`config.mk`:
```
export PLATFORM = sky130hd
export DESIGN_NAME = epoch_to_calendar_date_core_flat
export DESIGN_NICKNAME = d
export VERILOG_FILES = /design/src/ecd_pkg.sv /design/src/ecd_if.sv /design/src/epoch_to_calendar_date_core.sv /design/src/flat_wrapper.sv
export SDC_FILE = /design/constraint.sdc
export NUM_CORES = 1
export LEC_CHECK = 0
export ABC_AREA = 1
export BUFFER_PORTS_ARGS = -buffer_cell sky130_fd_sc_hd__buf_2
export CAP_MARGIN = 0
export CORE_AREA = 5 5 146 148
export CTS_BUF_LIST = sky130_fd_sc_hd__clkbuf_8
export DETAILED_ROUTE_END_ITERATION = 8
export DIE_AREA = 0 0 151 153
export PLACE_DENSITY = 0.84
export RECOVER_POWER = 25
export SLEW_MARGIN = 10
export SYNTH_ARGS = -nofsm -noshare
export SYNTH_HDL_FRONTEND = slang
export SYNTH_SLANG_ARGS = --single-unit
```
`constraint.sdc`:
```
create_clock -name clk -period 8.05 [get_ports clk]
set_input_delay 0.805 -clock clk [delete_from_list [all_inputs] [get_ports clk]]
set_output_delay 0.805 -clock clk [all_outputs]
set_load 0.03 [all_outputs]
```
`src/ecd_pkg.sv`:
```
// ----------------------------------------------------------------------------
// ecd_pkg
// widths, constants and the month length table of the calendar date core
// ----------------------------------------------------------------------------
package ecd_pkg;

  localparam int SecondsWidth = 32;
  localparam int DayWidth     = 5;
  localparam int MonthWidth   = 4;
  localparam int YearWidth    = 12;
  localparam int HourWidth    = 5;
  localparam int MinuteWidth  = 6;
  localparam int SecondWidth  = 6;

  localparam int DaysWidth    = 16;
  localparam int TodWidth     = 17;
  localparam int CntWidth     = 4;

  localparam logic [SecondsWidth-1:0] DAY_DIV_INIT  = SecondsWidth'(86400) << 15;
  localparam logic [CntWidth-1:0]     DAY_STEPS     = CntWidth'(15);
  localparam logic [SecondsWidth-1:0] HOUR_DIV_INIT = SecondsWidth'(3600) << 4;
  localparam logic [CntWidth-1:0]     HOUR_STEPS    = CntWidth'(4);
  localparam logic [SecondsWidth-1:0] MIN_DIV_INIT  = SecondsWidth'(60) << 5;
  localparam logic [CntWidth-1:0]     MIN_STEPS     = CntWidth'(5);

  localparam logic [YearWidth-1:0]  EPOCH_YEAR   = YearWidth'(1970);
  localparam logic [6:0]            EPOCH_MOD100 = 7'd70;
  localparam logic [8:0]            EPOCH_MOD400 = 9'd370;
  localparam logic [MonthWidth-1:0] LAST_MONTH   = MonthWidth'(11);

  function automatic logic [4:0] month_len(input logic [MonthWidth-1:0] idx,
                                           input logic leap);
    logic [4:0] len;
    case (idx)
      4'd1:                len = leap ? 5'd29 : 5'd28;
      4'd3, 4'd5, 4'd8,
      4'd10:               len = 5'd30;
      default:             len = 5'd31;
    endcase
    return len;
  endfunction

endpackage

```
`src/ecd_if.sv`:
```
// ----------------------------------------------------------------------------
// ecd interfaces
// input and result channels of the calendar date core
// ----------------------------------------------------------------------------
interface ecd_in_if;
  logic                                 valid;
  logic                                 ready;
  logic [ecd_pkg::SecondsWidth-1:0]     epoch_seconds;

  modport source (output valid, output epoch_seconds, input ready);
  modport sink   (input valid, input epoch_seconds, output ready);
endinterface

interface ecd_out_if;
  logic                                 valid;
  logic                                 ready;
  logic [ecd_pkg::DayWidth-1:0]         day_of_month;
  logic [ecd_pkg::MonthWidth-1:0]       month_number;
  logic [ecd_pkg::YearWidth-1:0]        year_number;
  logic [ecd_pkg::HourWidth-1:0]        hour_of_day;
  logic [ecd_pkg::MinuteWidth-1:0]      minute_of_hour;
  logic [ecd_pkg::SecondWidth-1:0]      second_of_minute;

  modport source (output valid, output day_of_month, output month_number,
                  output year_number, output hour_of_day, output minute_of_hour,
                  output second_of_minute, input ready);
  modport sink   (input valid, input day_of_month, input month_number,
                  input year_number, input hour_of_day, input minute_of_hour,
                  input second_of_minute, output ready);
endinterface

```
`src/epoch_to_calendar_date_core.sv`:
```
// ----------------------------------------------------------------------------
// epoch_to_calendar_date_core
// seconds since 1970-01-01 00:00:00 to Gregorian date and time of day
// ----------------------------------------------------------------------------
// One beat in, one beat out. All arithmetic runs through a single 32-bit
// compare-subtract unit under a small sequencer: 16 steps of long division
// by 86400, one step per whole year from 1970 (up to 137 compares), one step
// per month (up to 12), then 5 steps for the hour and 6 for minute and
// second. The time from acceptance to result is set almost entirely by
// the year count. The block takes a new beat only when idle; a finished
// result sits in the output register, so a new beat can be accepted while
// it waits.
module epoch_to_calendar_date_core (
  input  logic      clk,
  input  logic      rst_n,
  ecd_in_if.sink    in_ch,
  ecd_out_if.source out_ch
);

  typedef enum logic [2:0] {
    S_IDLE,
    S_DAYS,
    S_YEAR,
    S_MONTH,
    S_HOUR,
    S_MIN,
    S_DONE
  } state_t;

  state_t                                state_r;
  logic [ecd_pkg::SecondsWidth-1:0]      acc_r;
  logic [ecd_pkg::SecondsWidth-1:0]      div_r;
  logic [ecd_pkg::DaysWidth-1:0]         quo_r;
  logic [ecd_pkg::CntWidth-1:0]          cnt_r;
  logic [ecd_pkg::TodWidth-1:0]          tod_r;
  logic [ecd_pkg::YearWidth-1:0]         year_r;
  logic [6:0]                            ymod100_r;
  logic [8:0]                            ymod400_r;
  logic [ecd_pkg::MonthWidth-1:0]        month_r;
  logic [ecd_pkg::DayWidth-1:0]          day_r;
  logic [ecd_pkg::HourWidth-1:0]         hour_r;
  logic [ecd_pkg::MinuteWidth-1:0]       min_r;
  logic [ecd_pkg::SecondWidth-1:0]       sec_r;

  logic                                  out_valid_r;
  logic [ecd_pkg::DayWidth-1:0]          out_day_r;
  logic [ecd_pkg::MonthWidth-1:0]        out_month_r;
  logic [ecd_pkg::YearWidth-1:0]         out_year_r;
  logic [ecd_pkg::HourWidth-1:0]         out_hour_r;
  logic [ecd_pkg::MinuteWidth-1:0]       out_min_r;
  logic [ecd_pkg::SecondWidth-1:0]       out_sec_r;

  logic                                  leap;
  logic [ecd_pkg::SecondsWidth-1:0]      operand;
  logic [ecd_pkg::SecondsWidth:0]        diff;
  logic                                  ge;
  logic [ecd_pkg::SecondsWidth-1:0]      rem_nxt;
  logic [ecd_pkg::DaysWidth-1:0]         quo_nxt;
  logic                                  out_load;

  assign leap = (ymod400_r == 9'd0) || ((year_r[1:0] == 2'd0) && (ymod100_r != 7'd0));

  // shared compare-subtract unit
  always_comb begin
    unique case (state_r)
      S_YEAR:  operand = leap ? ecd_pkg::SecondsWidth'(366) : ecd_pkg::SecondsWidth'(365);
      S_MONTH: operand = ecd_pkg::SecondsWidth'(ecd_pkg::month_len(month_r, leap));
      default: operand = div_r;
    endcase
  end

  assign diff    = {1'b0, acc_r} - {1'b0, operand};
  assign ge      = !diff[ecd_pkg::SecondsWidth];
  assign rem_nxt = ge ? diff[ecd_pkg::SecondsWidth-1:0] : acc_r;
  assign quo_nxt = {quo_r[ecd_pkg::DaysWidth-2:0], ge};

  // result register takes a new beat
  assign out_load = (state_r == S_DONE) && (!out_valid_r || out_ch.ready);

  assign in_ch.ready             = (state_r == S_IDLE);
  assign out_ch.valid            = out_valid_r;
  assign out_ch.day_of_month     = out_day_r;
  assign out_ch.month_number     = out_month_r;
  assign out_ch.year_number      = out_year_r;
  assign out_ch.hour_of_day      = out_hour_r;
  assign out_ch.minute_of_hour   = out_min_r;
  assign out_ch.second_of_minute = out_sec_r;

  always_ff @(posedge clk) begin
    if (!rst_n) begin
      state_r     <= S_IDLE;
      out_valid_r <= 1'b0;
    end else begin
      if (out_load) begin
        out_valid_r <= 1'b1;
      end else if (out_valid_r && out_ch.ready) begin
        out_valid_r <= 1'b0;
      end
      unique case (state_r)
        S_IDLE: begin
          if (in_ch.valid) begin
            acc_r   <= in_ch.epoch_seconds;
            div_r   <= ecd_pkg::DAY_DIV_INIT;
            cnt_r   <= ecd_pkg::DAY_STEPS;
            quo_r   <= '0;
            state_r <= S_DAYS;
          end
        end
        S_DAYS: begin
          div_r <= div_r >> 1;
          cnt_r <= cnt_r - 1'b1;
          quo_r <= quo_nxt;
          if (cnt_r == '0) begin
            tod_r     <= rem_nxt[ecd_pkg::TodWidth-1:0];
            acc_r     <= ecd_pkg::SecondsWidth'(quo_nxt);
            year_r    <= ecd_pkg::EPOCH_YEAR;
            ymod100_r <= ecd_pkg::EPOCH_MOD100;
            ymod400_r <= ecd_pkg::EPOCH_MOD400;
            state_r   <= S_YEAR;
          end else begin
            acc_r <= rem_nxt;
          end
        end
        S_YEAR: begin
          if (ge) begin
            acc_r     <= diff[ecd_pkg::SecondsWidth-1:0];
            year_r    <= year_r + 1'b1;
            ymod100_r <= (ymod100_r == 7'd99) ? 7'd0 : ymod100_r + 1'b1;
            ymod400_r <= (ymod400_r == 9'd399) ? 9'd0 : ymod400_r + 1'b1;
          end else begin
            month_r <= '0;
            state_r <= S_MONTH;
          end
        end
        S_MONTH: begin
          if (ge && (month_r != ecd_pkg::LAST_MONTH)) begin
            acc_r   <= diff[ecd_pkg::SecondsWidth-1:0];
            month_r <= month_r + 1'b1;
          end else begin
            day_r   <= acc_r[ecd_pkg::DayWidth-1:0] + 1'b1;
            acc_r   <= ecd_pkg::SecondsWidth'(tod_r);
            div_r   <= ecd_pkg::HOUR_DIV_INIT;
            cnt_r   <= ecd_pkg::HOUR_STEPS;
            quo_r   <= '0;
            state_r <= S_HOUR;
          end
        end
        S_HOUR: begin
          acc_r <= rem_nxt;
          if (cnt_r == '0) begin
            hour_r  <= quo_nxt[ecd_pkg::HourWidth-1:0];
            div_r   <= ecd_pkg::MIN_DIV_INIT;
            cnt_r   <= ecd_pkg::MIN_STEPS;
            quo_r   <= '0;
            state_r <= S_MIN;
          end else begin
            div_r <= div_r >> 1;
            cnt_r <= cnt_r - 1'b1;
            quo_r <= quo_nxt;
          end
        end
        S_MIN: begin
          div_r <= div_r >> 1;
          cnt_r <= cnt_r - 1'b1;
          quo_r <= quo_nxt;
          acc_r <= rem_nxt;
          if (cnt_r == '0) begin
            min_r   <= quo_nxt[ecd_pkg::MinuteWidth-1:0];
            sec_r   <= rem_nxt[ecd_pkg::SecondWidth-1:0];
            state_r <= S_DONE;
          end
        end
        S_DONE: begin
          if (out_load) begin
            out_day_r   <= day_r;
            out_month_r <= month_r + 1'b1;
            out_year_r  <= year_r;
            out_hour_r  <= hour_r;
            out_min_r   <= min_r;
            out_sec_r   <= sec_r;
            state_r     <= S_IDLE;
          end
        end
        default: state_r <= S_IDLE;
      endcase
    end
  end

endmodule

```
`src/flat_wrapper.sv`:
```
// flat-port wrapper written by rule: the top's interface ports become plain ports
module epoch_to_calendar_date_core_flat 
  (clk, rst_n, in_ch_valid, in_ch_epoch_seconds, in_ch_ready, out_ch_valid, out_ch_day_of_month, out_ch_month_number, out_ch_year_number, out_ch_hour_of_day, out_ch_minute_of_hour, out_ch_second_of_minute, out_ch_ready);
  ecd_in_if in_ch_i ();
  ecd_out_if out_ch_i ();
  input  logic clk;
  input  logic rst_n;
  input wire logic [$bits(in_ch_i.valid)-1:0] in_ch_valid;
  input wire logic [$bits(in_ch_i.epoch_seconds)-1:0] in_ch_epoch_seconds;
  output wire logic [$bits(in_ch_i.ready)-1:0] in_ch_ready;
  output wire logic [$bits(out_ch_i.valid)-1:0] out_ch_valid;
  output wire logic [$bits(out_ch_i.day_of_month)-1:0] out_ch_day_of_month;
  output wire logic [$bits(out_ch_i.month_number)-1:0] out_ch_month_number;
  output wire logic [$bits(out_ch_i.year_number)-1:0] out_ch_year_number;
  output wire logic [$bits(out_ch_i.hour_of_day)-1:0] out_ch_hour_of_day;
  output wire logic [$bits(out_ch_i.minute_of_hour)-1:0] out_ch_minute_of_hour;
  output wire logic [$bits(out_ch_i.second_of_minute)-1:0] out_ch_second_of_minute;
  input wire logic [$bits(out_ch_i.ready)-1:0] out_ch_ready;
  assign in_ch_i.valid = in_ch_valid;
  assign in_ch_i.epoch_seconds = in_ch_epoch_seconds;
  assign in_ch_ready = in_ch_i.ready;
  assign out_ch_valid = out_ch_i.valid;
  assign out_ch_day_of_month = out_ch_i.day_of_month;
  assign out_ch_month_number = out_ch_i.month_number;
  assign out_ch_year_number = out_ch_i.year_number;
  assign out_ch_hour_of_day = out_ch_i.hour_of_day;
  assign out_ch_minute_of_hour = out_ch_i.minute_of_hour;
  assign out_ch_second_of_minute = out_ch_i.second_of_minute;
  assign out_ch_i.ready = out_ch_ready;
  epoch_to_calendar_date_core u_core (.clk(clk), .rst_n(rst_n), .in_ch(in_ch_i), .out_ch(out_ch_i));
endmodule
```
# Word level (Yosys, flattened, before mapping)
# Index checks and enable logic that the tools add are counted.
# classes
n_bitwise,1
reduce_logical,31
n_mux,45
eq_ne,23
add_sub_neg,7
# ops
operator,n
$pmux 32 s4,2
$mux 32,6
$pmux 32 s2,1
$pmux 15 s4,1
$mux 15,3
$sub 32x32->33,1
$mux 31,1
$mux 9,3
$mux 12,2
$pmux 12 s2,1
$mux 3,7
$mux 7,3
$pmux 3 s7,1
$mux 4,5
$pmux 9 s2,1
$reduce_and 3->1,6
$pmux 4 s4,1
$pmux 7 s2,1
$add 12x1->12 const B,1
$ne 2x1->1 const B,6
$reduce_and 4->1,3
$pmux 5 s2,1
$add 9x1->9 const B,1
$eq 3x3->1 const B,3
32 further kinds,46
# word_totals
elab_cells,128
input_bits,36
ff_bits,196
output_inout_bits,40

# Longest topological paths before layout
# logic_depth
depth_word,11
ltp_mapped,26
ltp_nobuf,24

# Worst setup path after synthesis
# Ideal clock, no wire load.
# synth_timing
path_kind,input-to-reg
startpoint,input rst_n
endpoint,register u_core.out_day_r (netlist bit u_core.out_ch.day_of_month[0]) (enable)
required_ns,7.522
setup_slack_ns,2.939
setup_time_ns,0.528
path_buffers,0
t_arrival_ns,4.583
cell_stages,2
cell_sequence,inv_1 -> nor4_1
# synth_between
elab_chain_len,1
# synth_rtl
item,line,source
start: declaration,flat_wrapper.sv:7,input logic rst_n;
$reduce_and 3->1 (no source line),n/a,
end signal: assignment,epoch_to_calendar_date_core.sv:175,out_day_r <= day_r;
end: declaration,epoch_to_calendar_date_core.sv:46,logic [ecd_pkg::DayWidth-1:0] out_day_r;
# Every way passes these cells.
# A chain may end at the register's enable or synchronous reset.

# Final worst setup path
# layout_timing
startpoint,register u_core.state_r[1]
endpoint,register u_core.div_r[17] (netlist bit) (enable)
# layout_between
elab_chain_len,7
word_cells_on_any_way,15
cone_classes,1 x add/sub; 7 x eq/ne; 1 x mux; 6 x reduce/logical
# layout_rtl
item,line,source
start: declaration,epoch_to_calendar_date_core.sv:30,state_t state_r;
start signal: assignment,epoch_to_calendar_date_core.sv:91,state_r <= S_IDLE;
start signal: assignment,epoch_to_calendar_date_core.sv:106,state_r <= S_DAYS;
start signal: assignment,epoch_to_calendar_date_core.sv:119,state_r <= S_YEAR;
"$eq 3x2->1, on equally long branches","epoch_to_calendar_date_core.sv:65, epoch_to_calendar_date_core.sv:99",
$pmux 32 s2,epoch_to_calendar_date_core.sv:65,unique case (state_r)
$sub 32x32->33,epoch_to_calendar_date_core.sv:72,"assign diff = {1'b0, acc_r} - {1'b0, operand};"
$logic_not 1->1,epoch_to_calendar_date_core.sv:73,assign ge = !diff[ecd_pkg::SecondsWidth];
$logic_and 1x1->1,epoch_to_calendar_date_core.sv:136,if (ge && (month_r != ecd_pkg::LAST_MONTH)) begin
$ne 2x2->1 (no source line),n/a,
$reduce_and 4->1 (no source line) *,n/a,
end signal: assignment,epoch_to_calendar_date_core.sv:142,div_r <= ecd_pkg::HOUR_DIV_INIT;
end signal: assignment,epoch_to_calendar_date_core.sv:152,div_r <= ecd_pkg::MIN_DIV_INIT;
end signal: assignment,epoch_to_calendar_date_core.sv:157,div_r <= div_r >> 1;
end: declaration,epoch_to_calendar_date_core.sv:32,logic [ecd_pkg::SecondsWidth-1:0] div_r;
# Mark *: on every way between the ends. The rest lies on a longest branch, timed or not.

==> metrics.txt <==
final worst slack 1900 ps; synthesized area 11700 sq um; top-count cell post-synth nand2_1; crit path launch type flip-flop; core region area 19900 sq um; Synth cell types 40; Req. time, crit path 8150 ps; fmax 163 MHz; Tot GR Track Use 27.7%; Critical Path AT 6260 ps; 1st-iter DRT viols 936; Mapped Nets 1522; Synth top cells by count nand2_1 (412), inv_1 (210), edfxtp_1 (192); Synth Instances 1441; global-route wire length before repair 49500 microns; Synth Flop Type edfxtp_1; CTS resizes 0; 1st-pass router iterations 6; vias 9854; fin crit period 6150 ps; flops & latches, synth 196; port bufs 75; TritonCTS clock tree done; layout cells sized above 1 8.40%; Synth Area in Adders 4.88%; worst hold path type reg -> reg; setup TNS 0 ps; Setup crit end kind flip-flop; setup bufs post-CTS 0; Die H 153 microns; Post-Synth Simple-Gate Area 29.5%; DRC Markers 0; post-synthesis xor/xnor area fraction 1.20%; Async S/R FF share, synth 0%; Yosys top cell by area edfxtp_1; RSZ-0062 raised after global routing false; Hold Violations, Final 0; Setup CP Type reg -> reg; register area share after synthesis 50.0%; Row Count 52; synthesized area per cell 8.11 sq um; root buf cell clkbuf_8; largest net degree at the start of global routing 52; Clk Latency, worst-skew pair 480 ps; Ports 76; Final setup viols 0; Max Cap Viol 0; status complete, no violations; period utilisation layout 76.4%; mux share of post-synthesis cell area 0%; Syn-to-layout area delta 8.59%; Synth Area in Compound Gates 5.66%; number of synthesized flops with an enable pin 192; cts hold-fix bufs 0; Final #Nets 1592; antenna-violating nets left 0; area occupied by registers 5850 sq um; top cells by area, synth edfxtp_1 (49%), nand2_1 (13%), inv_1 (6.7%); post-DP HPWL 23700 microns; H-tree levels 4; GPL Wtd Cong 1.01; Initial Util 58.7%; Die Width 151 microns; GR Overflow Total 0; initial antenna violation count 0; Antenna Diode Count 0; critical-path maximum fanout 51; Filler cells 1732; routed vias/inst 5.49; final WL 31600 microns; Num CTS Buffers 17; die area 23100 sq um; Slew Limit Fails 0; Clock Skews 18.9 ps; vias in the first global route 9487; top cell type's share of synthesized area 49.3%; Clock transition at path regs 120 ps; largest family of logic cells by synthesized area simple AND/OR/NAND/NOR gates; drt wl/cell 17.6 microns; Syn. warnings 0; Multi-input gate area 4850 sq um; Post-Place Setup Slack 2070 ps; relative slew slack 22.6%; worst-case clock buffer depth 2; Slew @ Worst Pin 1160 ps; CTS Sinks 196
registers in the layout (all words and copies together), names as in the netlist:
signal and count:
u_core.state_r 3, u_core.ymod400_r 9, u_core.month_r 4, u_core.sec_r 6, u_core.quo_r 15, u_core.out_ch.hour_of_day 5, u_core.out_ch.year_number 12, u_core.ymod100_r 7
u_core.tod_r 17, u_core.day_r 5, u_core.hour_r 5, u_core.out_ch.day_of_month 5, u_core.out_ch.month_number 4, u_core.year_r 12, u_core.cnt_r 4, u_core.div_r 32
u_core.out_ch.second_of_minute 6, u_core.acc_r 32, u_core.out_ch.minute_of_hour 6, u_core.min_r 6, u_core.out_ch.valid 1
logic make-up after synthesis:
family / Yosys count
AO/OA/AOI/OAI: 119
AND/OR/NAND/NOR: 808
adder cells (fa/ha/maj): 45
XOR/XNOR: 16
flip-flops: 196
buffers and inverters: 257
through the flow:
step / hold slack, ps / util, % / instance area (sq um) / std cells
2_1_floorplan: 400 / - / 11700 / 1441
3_3_place_gp: 402 / 61.9 / 12300 / 1762
3_5_place_dp: 405 / 61.9 / 12300 / 1762
4_1_cts: 426 / 63.9 / 12700 / 1794
5_1_grt: 436 / 63.8 / 12700 / 1794
6_report: 423 / 63.8 / 12700 / 1794
layout by cell type (no fill, tap or decap), drive strengths merged, types with 4 or more instances in the layout:
| cell type | netlist | final |
|---|---|---|
| edfxtp | 192 | 192 |
| or2 | 5 | 5 |
| nand3b | 15 | 15 |
| buf | 18 | 62 |
| xor2 | 12 | 12 |
| and2 | 14 | 14 |
| a21oi | 49 | 49 |
| o21bai | 8 | 8 |
| clkbuf | 14 | 38 |
| nand2 | 421 | 421 |
| nand4 | 28 | 28 |
| o21ai | 46 | 46 |
| xnor2 | 4 | 4 |
| inv | 221 | 227 |
| o211ai | 5 | 5 |
| dfxtp | 4 | 4 |
| nand3 | 116 | 116 |
| clkinv | 4 | 12 |
| ha | 44 | 44 |
| nor2 | 187 | 187 |
| a31oi | 4 | 4 |
| nor3 | 18 | 18 |
worst paths after layout:
kind	startpoint	end	slack (ps)	cells past startpoint
worst max-delay path	u_core.state_r[1]	u_core.div_r[17]	1900	16
worst min-delay path	u_core.min_r[5]	u_core.out_ch.minute_of_hour[5]	420	0
worst max register to register	u_core.state_r[1]	u_core.div_r[17]	1900	16
worst min register to register	u_core.min_r[5]	u_core.out_ch.minute_of_hour[5]	420	0
final cells by class:
type	instances	share of cell area, %
Sequential cell	196	46.0
Multi-Input combinational cell	988	38.2
Inverter	225	6.65
Timing Repair Buffer	83	3.20
Tap cell	270	2.66
Clock buffer	17	1.84
Clock inverter	15	1.41
worst max-delay path, cell delays in order, from the launching register on:
cell	delay, ps
dfxtp_1	430
inv_1	130
nor2_1	400
clkinv_1	830
nand2_1	250
ha_1	330
nand2_1	150
inv_1	50
nand2_1	50
nand2_1	60
inv_1	70
nand2_1	80
a21oi_4	540
nand2_4	480
nand3_1	860
nand3_1	180
inv_2	830
metal layers:
metal	GRT usage, %	vias to the layer above	wire length [microns]	share of wire (%)
li1	-	4828	-	-
met1	32.8	4450	11800	37
met2	47.2	453	15500	49
met3	3.64	123	1960	6.2
met4	17.2	0	2280	7.2
met5	0	-	0	0
Power is left out: the tool's default activity adds up to more than one toggle a clock period on the data nets, which glitch-free logic cannot reach.
